--- src/design/spq_pkg.sv ---
package spq_pkg;

    localparam int ID_W  = 8;
    localparam int PRI_W = 8;
    localparam int LEN_W = 3;

    // Request codes carried in the operation field.
    typedef enum logic [1:0] {
        OP_QUEUE = 2'd0,
        OP_STOP  = 2'd1,
        OP_CLEAR = 2'd2
    } t_op;

    typedef struct packed {
        logic [1:0]       operation;
        logic [1:0]       player;
        logic [ID_W-1:0]  seq_id;
        logic [PRI_W-1:0] priority_req;
        logic [7:0]       fade_time;
    } t_cmd;

    typedef struct packed {
        logic             stop_current;
        logic             start_new;
        logic [ID_W-1:0]  start_seq;
        logic [PRI_W-1:0] start_priority;
        logic [7:0]       fade_out;
        logic [LEN_W-1:0] list_length;
    } t_rsp;

    // One stored list entry.
    typedef struct packed {
        logic [ID_W-1:0]  id;
        logic [PRI_W-1:0] pri;
    } t_entry;

    // Result of comparing one stored entry against the request.
    typedef struct packed {
        logic id_hit;
        logic pri_le;
    } t_cmp_res;

endpackage

--- src/design/spq_ifs.sv ---
interface spq_cmd_if;
    import spq_pkg::*;

    logic valid;
    logic ready;
    t_cmd data;

    modport source (output valid, output data, input ready);
    modport sink (input valid, input data, output ready);
endinterface

interface spq_rsp_if;
    import spq_pkg::*;

    logic valid;
    logic ready;
    t_rsp data;

    modport source (output valid, output data, input ready);
    modport sink (input valid, input data, output ready);
endinterface

--- src/design/spq_mem.sv ---
module spq_mem #(
    parameter int DEPTH = 20,
    parameter int AW    = (DEPTH > 1) ? $clog2(DEPTH) : 1
) (
    input  logic            i_clk,
    input  logic            i_we,
    input  logic [AW-1:0]   i_waddr,
    input  spq_pkg::t_entry i_wdata,
    input  logic [AW-1:0]   i_raddr,
    output spq_pkg::t_entry o_rdata
);
    import spq_pkg::*;

    t_entry r_mem [DEPTH];
    t_entry r_rdata;

    // One write port and one read port with registered read data.
    always_ff @(posedge i_clk) begin
        if (i_we) begin
            r_mem[i_waddr] <= i_wdata;
        end
        r_rdata <= r_mem[i_raddr];
    end

    assign o_rdata = r_rdata;

endmodule

--- src/design/spq_cmp.sv ---
module spq_cmp (
    input  spq_pkg::t_entry                  i_entry,
    input  logic [spq_pkg::ID_W-1:0]         i_id,
    input  logic [spq_pkg::PRI_W-1:0]        i_pri,
    output spq_pkg::t_cmp_res                o_res
);
    import spq_pkg::*;

    // The new entry goes before the first stored entry of equal or lower priority.
    assign o_res.id_hit = (i_entry.id == i_id);
    assign o_res.pri_le = (i_entry.pri <= i_pri);

endmodule

--- src/design/sequence_priority_queue.sv ---
// Sorted per-player sequence list with start and stop decisions.
//
// Requests arrive on i_cmd (valid/ready); each transfer carries an operation
// (queue, stop or clear), a player index, a sequence id, a priority and a raw
// fade value. Every request produces exactly one response transfer on o_rsp:
// whether to stop the playing head, whether to start a sequence (id and
// priority), the fade value and the resulting list length.
//
// One request is handled at a time. A single compare unit walks the player's
// list one entry per cycle out of the entry memory, then the sequencer shifts
// entries one position at a time (read, write back), and a queued entry is
// written last. i_cmd.ready rises in the cycle after the response is loaded.
//
// Reset clears the per-player counts and drops any pending response; the
// entry memory is not cleared, since only slots below the count are read.
// A stalled response stays in the output register; the block takes one more
// request meanwhile and holds its response until the register is free.
module sequence_priority_queue #(
    parameter int PLAYERS    = 4,
    parameter int LIST_DEPTH = 5
) (
    input logic        i_clk,
    input logic        i_rst_n,
    spq_cmd_if.sink    i_cmd,
    spq_rsp_if.source  o_rsp
);
    import spq_pkg::*;

    localparam int ENTRIES = PLAYERS * LIST_DEPTH;
    localparam int AW      = (ENTRIES > 1) ? $clog2(ENTRIES) : 1;
    localparam int CW      = $clog2(LIST_DEPTH + 1);
    localparam int PW      = (PLAYERS > 1) ? $clog2(PLAYERS) : 1;

    localparam logic [CW-1:0] DEPTH_C = CW'(LIST_DEPTH);
    localparam logic [CW-1:0] ONE_C   = CW'(1);
    localparam logic [CW-1:0] TWO_C   = CW'(2);

    typedef enum logic [2:0] {
        S_IDLE,
        S_SCAN,
        S_DECIDE,
        S_MV_RD,
        S_MV_WR,
        S_INS,
        S_FIN
    } t_state;

    t_state r_state;

    // Request held for the whole operation.
    logic [1:0]       r_op;
    logic [PW-1:0]    r_pl;
    logic             r_pl_ok;
    logic [ID_W-1:0]  r_id;
    logic [PRI_W-1:0] r_pri;
    logic [7:0]       r_fade;
    logic [AW-1:0]    r_base;
    logic [CW-1:0]    r_cnt;

    // Scan pipeline and its findings.
    logic [CW-1:0]    r_idx;
    logic             r_cmp_vld;
    logic [CW-1:0]    r_cmp_idx;
    logic             r_hit;
    logic [CW-1:0]    r_hit_idx;
    logic             r_lo;
    logic [CW-1:0]    r_lo_idx;
    t_entry           r_second;

    // Shift sequencer.
    logic [CW-1:0]    r_dst;
    logic [CW-1:0]    r_end;
    logic             r_up;
    logic [CW-1:0]    r_pos;

    // Decision.
    logic             r_stop;
    logic             r_start;
    logic [ID_W-1:0]  r_sseq;
    logic [PRI_W-1:0] r_spri;
    logic [CW-1:0]    r_new_cnt;

    logic [CW-1:0]    r_cnt_tab [PLAYERS];

    logic             r_out_vld;
    t_rsp             r_out;

    // Memory and compare unit hookup.
    logic             mem_we;
    logic [AW-1:0]    mem_waddr;
    t_entry           mem_wdata;
    logic [AW-1:0]    mem_raddr;
    t_entry           mem_rdata;
    t_cmp_res         cmp_res;

    logic             cmd_acc;
    logic             rsp_free;
    logic             scan_issue;
    logic [CW-1:0]    mv_src;
    logic [CW-1:0]    ins_pos;
    logic             ins_room;
    logic [CW-1:0]    ins_cnt;
    logic [CW-1:0]    ins_last;
    logic             pl_in_range;
    t_entry           new_entry;

    assign cmd_acc     = i_cmd.valid && i_cmd.ready;
    assign rsp_free    = !r_out_vld || o_rsp.ready;
    assign scan_issue  = (r_idx < r_cnt);
    assign mv_src      = r_up ? (r_dst + ONE_C) : (r_dst - ONE_C);
    assign pl_in_range = (32'(i_cmd.data.player) < 32'(PLAYERS));

    // Insertion point: before the first entry of equal or lower priority,
    // otherwise at the tail. A full list with no such entry takes nothing.
    assign ins_pos  = r_lo ? r_lo_idx : r_cnt;
    assign ins_room = r_lo || (r_cnt < DEPTH_C);
    assign ins_cnt  = (r_cnt < DEPTH_C) ? (r_cnt + ONE_C) : r_cnt;
    assign ins_last = ins_cnt - ONE_C;

    assign new_entry.id  = r_id;
    assign new_entry.pri = r_pri;

    always_comb begin
        mem_we    = 1'b0;
        mem_waddr = r_base + AW'(r_dst);
        mem_wdata = mem_rdata;
        mem_raddr = r_base;
        case (r_state)
            S_SCAN: begin
                mem_raddr = r_base + AW'(r_idx);
            end
            S_MV_RD: begin
                mem_raddr = r_base + AW'(mv_src);
            end
            S_MV_WR: begin
                mem_we = 1'b1;
            end
            S_INS: begin
                mem_we    = 1'b1;
                mem_waddr = r_base + AW'(r_pos);
                mem_wdata = new_entry;
            end
            default: begin
                mem_we = 1'b0;
            end
        endcase
    end

    spq_mem #(
        .DEPTH (ENTRIES),
        .AW    (AW)
    ) u_mem (
        .i_clk   (i_clk),
        .i_we    (mem_we),
        .i_waddr (mem_waddr),
        .i_wdata (mem_wdata),
        .i_raddr (mem_raddr),
        .o_rdata (mem_rdata)
    );

    spq_cmp u_cmp (
        .i_entry (mem_rdata),
        .i_id    (r_id),
        .i_pri   (r_pri),
        .o_res   (cmp_res)
    );

    always_ff @(posedge i_clk) begin
        if (!i_rst_n) begin
            r_state   <= S_IDLE;
            r_out_vld <= 1'b0;
            for (int p = 0; p < PLAYERS; p++) begin
                r_cnt_tab[p] <= '0;
            end
        end else begin
            // The response register empties on its transfer and refills in S_FIN.
            if (r_state == S_FIN && rsp_free) begin
                r_out_vld <= 1'b1;
            end else if (o_rsp.ready) begin
                r_out_vld <= 1'b0;
            end

            case (r_state)
                S_IDLE: begin
                    if (cmd_acc) begin
                        r_op      <= i_cmd.data.operation;
                        r_pl      <= PW'(i_cmd.data.player);
                        r_pl_ok   <= pl_in_range;
                        r_id      <= i_cmd.data.seq_id;
                        r_pri     <= i_cmd.data.priority_req;
                        r_fade    <= i_cmd.data.fade_time;
                        r_base    <= AW'(32'(i_cmd.data.player) * LIST_DEPTH);
                        r_cnt     <= pl_in_range ? r_cnt_tab[PW'(i_cmd.data.player)] : '0;
                        r_idx     <= '0;
                        r_cmp_vld <= 1'b0;
                        r_hit     <= 1'b0;
                        r_lo      <= 1'b0;
                        r_stop    <= 1'b0;
                        r_start   <= 1'b0;
                        r_sseq    <= '0;
                        r_spri    <= '0;
                        r_new_cnt <= '0;
                        r_state   <= pl_in_range ? S_SCAN : S_FIN;
                    end
                end

                S_SCAN: begin
                    if (scan_issue) begin
                        r_idx <= r_idx + ONE_C;
                    end
                    r_cmp_vld <= scan_issue;
                    r_cmp_idx <= r_idx;
                    if (r_cmp_vld) begin
                        if (cmp_res.id_hit && !r_hit) begin
                            r_hit     <= 1'b1;
                            r_hit_idx <= r_cmp_idx;
                        end
                        if (cmp_res.pri_le && !r_lo) begin
                            r_lo     <= 1'b1;
                            r_lo_idx <= r_cmp_idx;
                        end
                        // The entry behind the head becomes the head when the head is removed.
                        if (r_cmp_idx == ONE_C) begin
                            r_second <= mem_rdata;
                        end
                    end
                    if (!scan_issue && !r_cmp_vld) begin
                        r_state <= S_DECIDE;
                    end
                end

                S_DECIDE: begin
                    r_new_cnt <= r_cnt;
                    r_state   <= S_FIN;
                    case (r_op)
                        OP_QUEUE: begin
                            if (r_hit) begin
                                // Already listed: restart only when it is the head.
                                if (r_hit_idx == '0) begin
                                    r_start <= 1'b1;
                                    r_sseq  <= r_id;
                                    r_spri  <= r_pri;
                                end
                            end else if (ins_room) begin
                                r_new_cnt <= ins_cnt;
                                r_pos     <= ins_pos;
                                if (ins_pos == '0) begin
                                    r_start <= 1'b1;
                                    r_sseq  <= r_id;
                                    r_spri  <= r_pri;
                                end
                                if (ins_last > ins_pos) begin
                                    r_dst   <= ins_last;
                                    r_end   <= ins_pos + ONE_C;
                                    r_up    <= 1'b0;
                                    r_state <= S_MV_RD;
                                end else begin
                                    r_state <= S_INS;
                                end
                            end
                        end
                        OP_STOP: begin
                            if (r_hit) begin
                                r_new_cnt <= r_cnt - ONE_C;
                                if (r_hit_idx == '0) begin
                                    r_stop <= 1'b1;
                                    if (r_cnt > ONE_C) begin
                                        r_start <= 1'b1;
                                        r_sseq  <= r_second.id;
                                        r_spri  <= r_second.pri;
                                    end
                                end
                                if ((r_hit_idx + ONE_C) < r_cnt) begin
                                    r_dst   <= r_hit_idx;
                                    r_end   <= r_cnt - TWO_C;
                                    r_up    <= 1'b1;
                                    r_state <= S_MV_RD;
                                end
                            end else if (r_cnt == '0) begin
                                // Stop on an empty list still stops whatever plays.
                                r_stop <= 1'b1;
                            end
                        end
                        OP_CLEAR: begin
                            r_new_cnt <= '0;
                        end
                        default: begin
                            r_new_cnt <= r_cnt;
                        end
                    endcase
                end

                S_MV_RD: begin
                    r_state <= S_MV_WR;
                end

                S_MV_WR: begin
                    if (r_dst == r_end) begin
                        r_state <= r_up ? S_FIN : S_INS;
                    end else begin
                        r_dst   <= r_up ? (r_dst + ONE_C) : (r_dst - ONE_C);
                        r_state <= S_MV_RD;
                    end
                end

                S_INS: begin
                    r_state <= S_FIN;
                end

                S_FIN: begin
                    if (rsp_free) begin
                        r_out.stop_current   <= r_stop;
                        r_out.start_new      <= r_start;
                        r_out.start_seq      <= r_sseq;
                        r_out.start_priority <= r_spri;
                        r_out.fade_out       <= r_fade;
                        r_out.list_length    <= r_pl_ok ? LEN_W'(r_new_cnt) : '0;
                        if (r_pl_ok) begin
                            r_cnt_tab[r_pl] <= r_new_cnt;
                        end
                        r_state <= S_IDLE;
                    end
                end

                default: begin
                    r_state <= S_IDLE;
                end
            endcase
        end
    end

    assign i_cmd.ready = (r_state == S_IDLE);
    assign o_rsp.valid = r_out_vld;
    assign o_rsp.data  = r_out;

endmodule

--- src/flat_wrapper.sv ---
// flat-port wrapper written by rule: the top's interface ports become plain ports
module sequence_priority_queue_flat import spq_pkg::*;
#(
    parameter int PLAYERS    = 4,
    parameter int LIST_DEPTH = 5
)
  (i_clk, i_rst_n, i_cmd_valid, i_cmd_data, i_cmd_ready, o_rsp_valid, o_rsp_data, o_rsp_ready);
  spq_cmd_if i_cmd_i ();
  spq_rsp_if o_rsp_i ();
  input logic i_clk;
  input logic i_rst_n;
  input wire logic [$bits(i_cmd_i.valid)-1:0] i_cmd_valid;
  input wire logic [$bits(i_cmd_i.data)-1:0] i_cmd_data;
  output wire logic [$bits(i_cmd_i.ready)-1:0] i_cmd_ready;
  output wire logic [$bits(o_rsp_i.valid)-1:0] o_rsp_valid;
  output wire logic [$bits(o_rsp_i.data)-1:0] o_rsp_data;
  input wire logic [$bits(o_rsp_i.ready)-1:0] o_rsp_ready;
  assign i_cmd_i.valid = i_cmd_valid;
  assign i_cmd_i.data = i_cmd_data;
  assign i_cmd_ready = i_cmd_i.ready;
  assign o_rsp_valid = o_rsp_i.valid;
  assign o_rsp_data = o_rsp_i.data;
  assign o_rsp_i.ready = o_rsp_ready;
  sequence_priority_queue #(.PLAYERS(PLAYERS), .LIST_DEPTH(LIST_DEPTH)) u_core (.i_clk(i_clk), .i_rst_n(i_rst_n), .i_cmd(i_cmd_i), .o_rsp(o_rsp_i));
endmodule
--- config.mk ---
export PLATFORM = sky130hd
export DESIGN_NAME = sequence_priority_queue_flat
export DESIGN_NICKNAME = d
export VERILOG_FILES = /design/src/design/spq_pkg.sv /design/src/design/spq_ifs.sv /design/src/design/spq_mem.sv /design/src/design/spq_cmp.sv /design/src/design/sequence_priority_queue.sv /design/src/flat_wrapper.sv
export SDC_FILE = /design/constraint.sdc
export NUM_CORES = 1
export LEC_CHECK = 0
export BUFFER_PORTS_ARGS = -buffer_cell sky130_fd_sc_hd__clkbuf_2
export CORE_ASPECT_RATIO = 1.75
export CORE_MARGIN = 2
export CORE_UTILIZATION = 30
export CTS_BUF_LIST = sky130_fd_sc_hd__clkbuf_4 sky130_fd_sc_hd__clkbuf_8 sky130_fd_sc_hd__clkbuf_16
export DETAILED_ROUTE_END_ITERATION = 12
export GPL_TIMING_DRIVEN = 0
export PLACE_DENSITY = 0.56
export SYNTH_ARGS = -nofsm -noshare
export SYNTH_HDL_FRONTEND = slang
export SYNTH_SLANG_ARGS = --single-unit
--- constraint.sdc ---
create_clock -name i_clk -period 6.8 [get_ports i_clk]
set_input_delay 0.68 -clock i_clk [delete_from_list [all_inputs] [get_ports i_clk]]
set_output_delay 0.68 -clock i_clk [all_outputs]
set_load 0.02 [all_outputs]
# Yosys cells after proc, flatten, opt, wreduce, memory -nomap -nowiden
# Memory sizes are Yosys's and may differ from the RTL's. A register that Yosys moved wholly into a read port is not among the register bits.
# Index checks and enable logic that the tools add are counted.
dict set report word_totals {
  regBits 128
  ramBits 332
  output_inout_bits 31
  memories 2
}
# memory depth word_bits rd rd_clocked_by_memory_dff wr line_no
set mem_list {}
lappend mem_list {u_core.u_mem.r_mem 20 16 1 1 1 spq_mem.sv:14} ;# t_entry r_mem [DEPTH];
lappend mem_list {u_core.r_cnt_tab 4 3 1 1 4 sequence_priority_queue.sv:83} ;# logic [CW-1:0] r_cnt_tab [PLAYERS];
dict set report classes {
  n_addsub 13
  mul 1
  magnitude_cmp 6
  eq_ne 38
  muxes 99
  bitwise_logic 1
  reduce_logical 41
}
# op n
set ops {}
lappend ops {{$mux 8} 15}
lappend ops {{$mux 3} 29}
lappend ops {{$pmux 8 s2} 4}
lappend ops {{$pmux 3 s2} 6}
lappend ops {{$mux 1} 31}
lappend ops {{$ne 2x1->1 const B} 11}
lappend ops {{$ne 3x2->1 const B} 7}
lappend ops {{$pmux 3 s7} 1}
lappend ops {{$add 5x3->5} 4}
lappend ops {{$mux 16} 1}
lappend ops {{$reduce_and 4->1} 4}
lappend ops {{$add 3x1->3 const B} 5}
lappend ops {{$reduce_and 3->1} 5}
lappend ops {{$reduce_and 5->1} 3}
lappend ops {{$pmux 1 s2} 7}
lappend ops {{$logic_not 3->1} 4}
lappend ops {{$pmux 5 s2} 1}
lappend ops {{$reduce_and 10->1} 1}
lappend ops {{$reduce_bool 2->1} 5}
lappend ops {{$eq 3x3->1 const B} 3}
lappend ops {{$pmux 3 s3} 1}
lappend ops {{$reduce_and 9->1} 1}
lappend ops {{$sub 3x1->3 const B} 3}
lappend ops {{$eq 8x8->1} 1}
lappend ops {{other kinds (29)} 46}

# Longest topological paths before layout
dict set report depth {
  depth_word 9
  depth_mapped 16
  mapped_depth_nobuf 14
}

# Modules after synthesis
# Synthesis repeated with hierarchy kept, for this count alone.
dict set report unflattened {
  cells_unflattened 1192
  hier_area_um2 19422.4
}
# mod instances cells_each area_per_inst_um2 seq_area_each_um2
set by_module_without_submodules {}
lappend by_module_without_submodules {spq_mem 1 682 12781.0 9929.5}
lappend by_module_without_submodules {sequence_priority_queue 1 472 6358.6 4103.9}
lappend by_module_without_submodules {spq_cmp 1 38 282.8 0.0}

# Least setup slack after synthesis
# No wires, ideal clock.
dict set report synth_path {
  kind {reg-to-reg}
  from {reg u_core.r_cnt[1], read port of u_core.r_cnt_tab}
  to {reg u_core.r_spri[0], enable pin}
  setup_ps 485
  t_arrival_ps 4250
  t_required_ps 6315
  path_slack_ps 2065
  path_stages_with_launch 6
  n_path_buf 0
  synth_period_minus_slack_ps 4735
  path_cell_list {edfxtp_1 -> inv_1 -> ha_1 -> a221o_1 -> a221o_1 -> a2111oi_0}
}
dict set report synth_via {
  elab_chain_cells 4
  elab_cells_between_ends 9
  classes_between {order compare (2); eq/ne (3); mux (1); reduce/logical (3)}
}
# element line_no
set synth_rtl {}
lappend synth_rtl {{from (decl)} sequence_priority_queue.sv:58} ;# logic [CW-1:0] r_cnt;
lappend synth_rtl {{$lt 3x3->1 or $mux 3 (tied branches)} {sequence_priority_queue.sv:116, sequence_priority_queue.sv:115}}
lappend synth_rtl {{$logic_or 1x1->1 or $logic_not 3->1 (tied branches)} {sequence_priority_queue.sv:116, sequence_priority_queue.sv:247}}
lappend synth_rtl {{$ne 4x2->1 (no source line)} --}
lappend synth_rtl {{$reduce_and 10->1 (no source line) *} --}
lappend synth_rtl {{to (signal assigned)} sequence_priority_queue.sv:242} ;# r_spri <= r_pri;
lappend synth_rtl {{to (signal assigned)} sequence_priority_queue.sv:250} ;# r_spri <= r_pri;
lappend synth_rtl {{to (signal assigned)} sequence_priority_queue.sv:270} ;# r_spri <= r_second.pri;
lappend synth_rtl {{to (decl)} sequence_priority_queue.sv:80} ;# logic [PRI_W-1:0] r_spri;
# Mark *: on every way between the ends. The rest lies on a longest branch, timed or not.
# A chain may end at the register's enable or synchronous reset.

# Worst setup path in the final report
dict set report layout_path {
  from {reg u_core.r_state[1]}
  to {reg, netlist name u_core.u_mem.o_rdata[14]}
}
dict set report layout_via {
  elab_chain_cells 2
  elab_cells_between_ends 3
  classes_between {eq/ne (2); mux (1)}
}
# element line_no
set layout_rtl {}
lappend layout_rtl {{from (decl)} sequence_priority_queue.sv:48} ;# t_state r_state;
lappend layout_rtl {{from (signal assigned)} sequence_priority_queue.sv:203} ;# r_state <= pl_in_range ? S_SCAN : S_FIN;
lappend layout_rtl {{from (signal assigned)} sequence_priority_queue.sv:299} ;# r_state <= r_up ? S_FIN : S_INS;
lappend layout_rtl {{$eq 3x2->1 or $eq 3x1->1 (tied branches)} sequence_priority_queue.sv:128} ;# case (r_state)
lappend layout_rtl {{$pmux 5 s2 *} sequence_priority_queue.sv:128}
# Marks and branches as above.

==> flow_metrics.env <==
export IMPL_grt_max_degree=33
export IMPL_drcViolationCount=0
export IMPL_numCtsBuffers=42
export IMPL_p_comb_share_pct=20.2
export IMPL_gp_congestion=0.867
export IMPL_synth_largest_area_cell="edfxtp_1"
export IMPL_syn_area_mm2=0.0196
export IMPL_setup_viol=0
export IMPL_synth_area_top_cells="edfxtp_1 (70%), nand2_1 (4.3%), ha_1 (2.2%)"
export IMPL_start_util_pct=30.4
export IMPL_hold_buffers=0
export IMPL_power_frac_clock_pct=31.5
export IMPL_slew_headroom_pct=18.6
export IMPL_antennaDiodeCount=0
export IMPL_dp_slack_ps=2170
export IMPL_synth_top_family_by_area="simple AND/OR/NAND/NOR gates"
export IMPL_avgSynthCellArea_um2=14.4
export IMPL_grtUsageTotal_pct=15.0
export IMPL_regToRegSetupSlack_ps=2090
export IMPL_p_int_mw=5.45
export IMPL_cap_violations=0
export IMPL_vias=11700
export IMPL_clkTransAtPathRegs_ps=70
export IMPL_antenna_left=0
export IMPL_rr_worst_depth=14
export IMPL_grt_pass1_wl_um=74900
export IMPL_reg2reg_from="u_core.r_state[1]"
export IMPL_p_seq_share_pct=48.4
export IMPL_tritoncts="built"
export IMPL_root_buffer="clkbuf_16"
export IMPL_worstPathArrival_ps=5140
export IMPL_powerDensity_mw_per_mm2=339
export IMPL_first_global_vias=12100
export IMPL_nets=1562
export IMPL_crit_chain="clkbuf_1, buf_1, nand2_1, o21ai_0, ha_1, inv_1, fa_1, nand3b_1, a21boi_1, clkbuf_1, a21oi_1, o221a_1, o32ai_1, a21oi_1"
export IMPL_finalHoldViolCount=0
export IMPL_worstPathRequired_ps=7230
export IMPL_max_stage_delay_ps=730
export IMPL_min_period_ps=4710
export IMPL_final_area_mm2=0.0228
export IMPL_placed_cells=2261
export IMPL_fin_skew_ps=18.5
export IMPL_min_delay_start="i_cmd_data[26]"
export IMPL_viasPerCell=5.00
export IMPL_slew_viol_final=0
export IMPL_num_io_pins=63
export IMPL_peakVddDrop_v=0.000168
export IMPL_rows=123
export IMPL_areaGrowthSynthToFinish_pct=16.2
export IMPL_hold_class="input port to flop"
export IMPL_async_reset_ff_share_pct=0
export IMPL_ys_seq_area_share_pct=71.7
export IMPL_grt_overflow=0
export IMPL_switching_power_mw=2.26
export IMPL_slowest_stage="clkbuf_1"
export IMPL_worstPathMaxFanout=10
export IMPL_status="complete, no violations"
export IMPL_yosys_warnings=0
export IMPL_clk_latency_ps=570
export IMPL_rr_endpoint="u_core.u_mem.o_rdata[14]"
export IMPL_end_kind="flop"
export IMPL_totalPowerFinal_mw=7.71
export IMPL_p_leak_nw=7.68
export IMPL_synth_mux_area_share_pct=3.44
export IMPL_place_area_mm2=0.0214
export IMPL_synthFlopType="edfxtp_1"
export IMPL_hpwl_um=37300
export IMPL_yosys_area_share_adder_pct=2.48
export IMPL_syn_nets=1427
export IMPL_final_cell_count_no_fill=2338
export IMPL_fin_ws_ps=2090
export IMPL_critical_path_class="flop to flop"
export IMPL_fp_dieW_um=197
export IMPL_clock_sinks=474
export IMPL_synthSimpleGateAreaFrac_pct=9.77
export IMPL_synth_compound_area_share_pct=9.24
export IMPL_wire_per_inst_um=21.6
export IMPL_cts_resized_gates=0
export IMPL_netlist_area_leader_share_pct=69.6
export IMPL_critPathLaunchType="flop"
export IMPL_ys_ff_latch=474
export IMPL_ctsLongestPathBuffers=3
export IMPL_synth_edf_count=454
export IMPL_synthCells=1358
export IMPL_firstDrtPassIters=5
export IMPL_post_cts_buffers=0
export IMPL_holdPathEnd="u_core.r_op[0]"
export IMPL_final_core_util_pct=35.3
export IMPL_antenna_found_initial=0
export IMPL_routed_wl_um=50400
export IMPL_synth_cell_types=73
export IMPL_synth_most_common_cell="edfxtp_1"
export IMPL_synth_xor_area_share_pct=0.978
export IMPL_fmax_mhz=212
export IMPL_drt_iter0_drc=722
export IMPL_cts_htree_levels=2
export IMPL_rsz0062_at_grt="no"
export IMPL_core_area_mm2=0.0645
export IMPL_ys_top_cells_by_count="edfxtp_1 (454), nand2_1 (223), o21ai_0 (63), nor2_1 (52), a21oi_1 (45)"
export IMPL_dieArea_mm2=0.0674
export IMPL_whs_path_depth=1
export IMPL_tightestPinTransition_ps=1220
export IMPL_drive_gt1_share_pct=16.7
export IMPL_post_route_period_util_pct=69.3
export IMPL_switching_share_pct=29.3
export IMPL_dieHeight_um=342
export IMPL_io_buffers=62
==> flip-flops by register name, indices dropped and copies added (netlist names), 3 cells and up <==
| name | count |
|---|---|
| u_core.r_fade | 8 |
| u_core.u_mem.o_rdata | 16 |
| u_core.r_cnt_tab | 12 |
| u_core.r_cnt | 3 |
| u_core.o_rsp.data | 29 |
| u_core.r_lo_idx | 3 |
| u_core.r_pos | 3 |
| u_core.r_spri | 8 |
| u_core.r_cmp_idx | 3 |
| u_core.r_dst | 3 |
| u_core.r_end | 3 |
| u_core.u_mem.r_mem | 320 |
| u_core.r_hit_idx | 3 |
| u_core.r_pri | 8 |
| u_core.r_state | 3 |
| u_core.r_sseq | 8 |
| u_core.r_idx | 3 |
| u_core.r_new_cnt | 3 |
| u_core.r_second | 16 |
| u_core.r_id | 8 |
==> placed cells by master (no fill, tap or decap), types with 30 or more instances in the layout <==
cell type,netlist,routed
o22ai_1,34,34
a32oi_1,30,30
inv_1,34,34
clkbuf_16,0,43
nor2b_1,38,38
o21ai_0,63,56
a21oi_1,45,45
nand2_1,223,223
clkbuf_2,0,62
ha_1,34,34
nor2_1,52,31
edfxtp_1,454,454
clkbuf_1,42,42
==> power groups by stage <==
stage	clock network [mW]	registers, mW	logic (mW)
finish	2.42	3.73	1.55
global route	2.56	3.74	1.69
CTS	2.47	3.73	1.56
detailed placement	0	3.79	1.56
global placement	0	3.81	1.48
floorplan	0	3.74	0.960
==> stage by stage <==
step	hold WS, ps	setup TNS, ps
after floorplan	400	0
after global placement	402	-3500
after detailed placement	406	0
after CTS	261	0
after global routing	274	0
final	284	0
==> cell families after synthesis <==
group	count (synthesis)
xor gates and xnor gates	21
DFF	474
adders and majority gates	37
buffers and inverters	105
AOI/OAI and AO/OA	262
muxes	38
and+or+nand+nor	421
==> area by class of cell <==
cell class                 instances  area, um^2
fill                            6100       41700
buffer                            68         330
inverter                          37         139
timing repair buffer              91         688
clock inverter                    25         245
sequential                       474       14000
clock buffer                      52        1150
multi-input combinational        779        5150
tap                              812        1020
==> routing by layer <==
metal | global-route usage (%) | share of wire, % | vias up
li1 | - | - | 5410
met1 | 13.8 | 33 | 5811
met2 | 31.1 | 59 | 340
met3 | 1.76 | 3.2 | 124
met4 | 7.91 | 5.1 | 0
met5 | 0 | 0 | -
==> worst max-delay path by stage <==
| stage | start | to | slack (ps) | cells past startpoint |
|---|---|---|---|---|
| floorplan | u_core.r_cnt[1] | u_core.r_spri[0] | 2070 | 5 |
| global placement | u_core.r_cnt[0] | u_core.r_spri[6] | -210 | 7 |
| detailed placement | u_core.r_state[1] | u_core.u_mem.o_rdata[14] | 2170 | 14 |
| CTS | u_core.r_state[1] | u_core.u_mem.o_rdata[14] | 2130 | 14 |
| global route | u_core.r_state[1] | u_core.u_mem.o_rdata[14] | 1810 | 14 |
| finish | u_core.r_state[1] | u_core.u_mem.o_rdata[14] | 2090 | 14 |
==> worst max-delay path: cells and delay by family, from the launching register on <==
kind,cells,cell delay (ps)
AOI/OAI and AO/OA,6,1390
adders and majority gates,2,770
buffers and inverters,4,1610
DFF,1,310
and+or+nand+nor,2,500
Power figures use the tool's default switching activity.
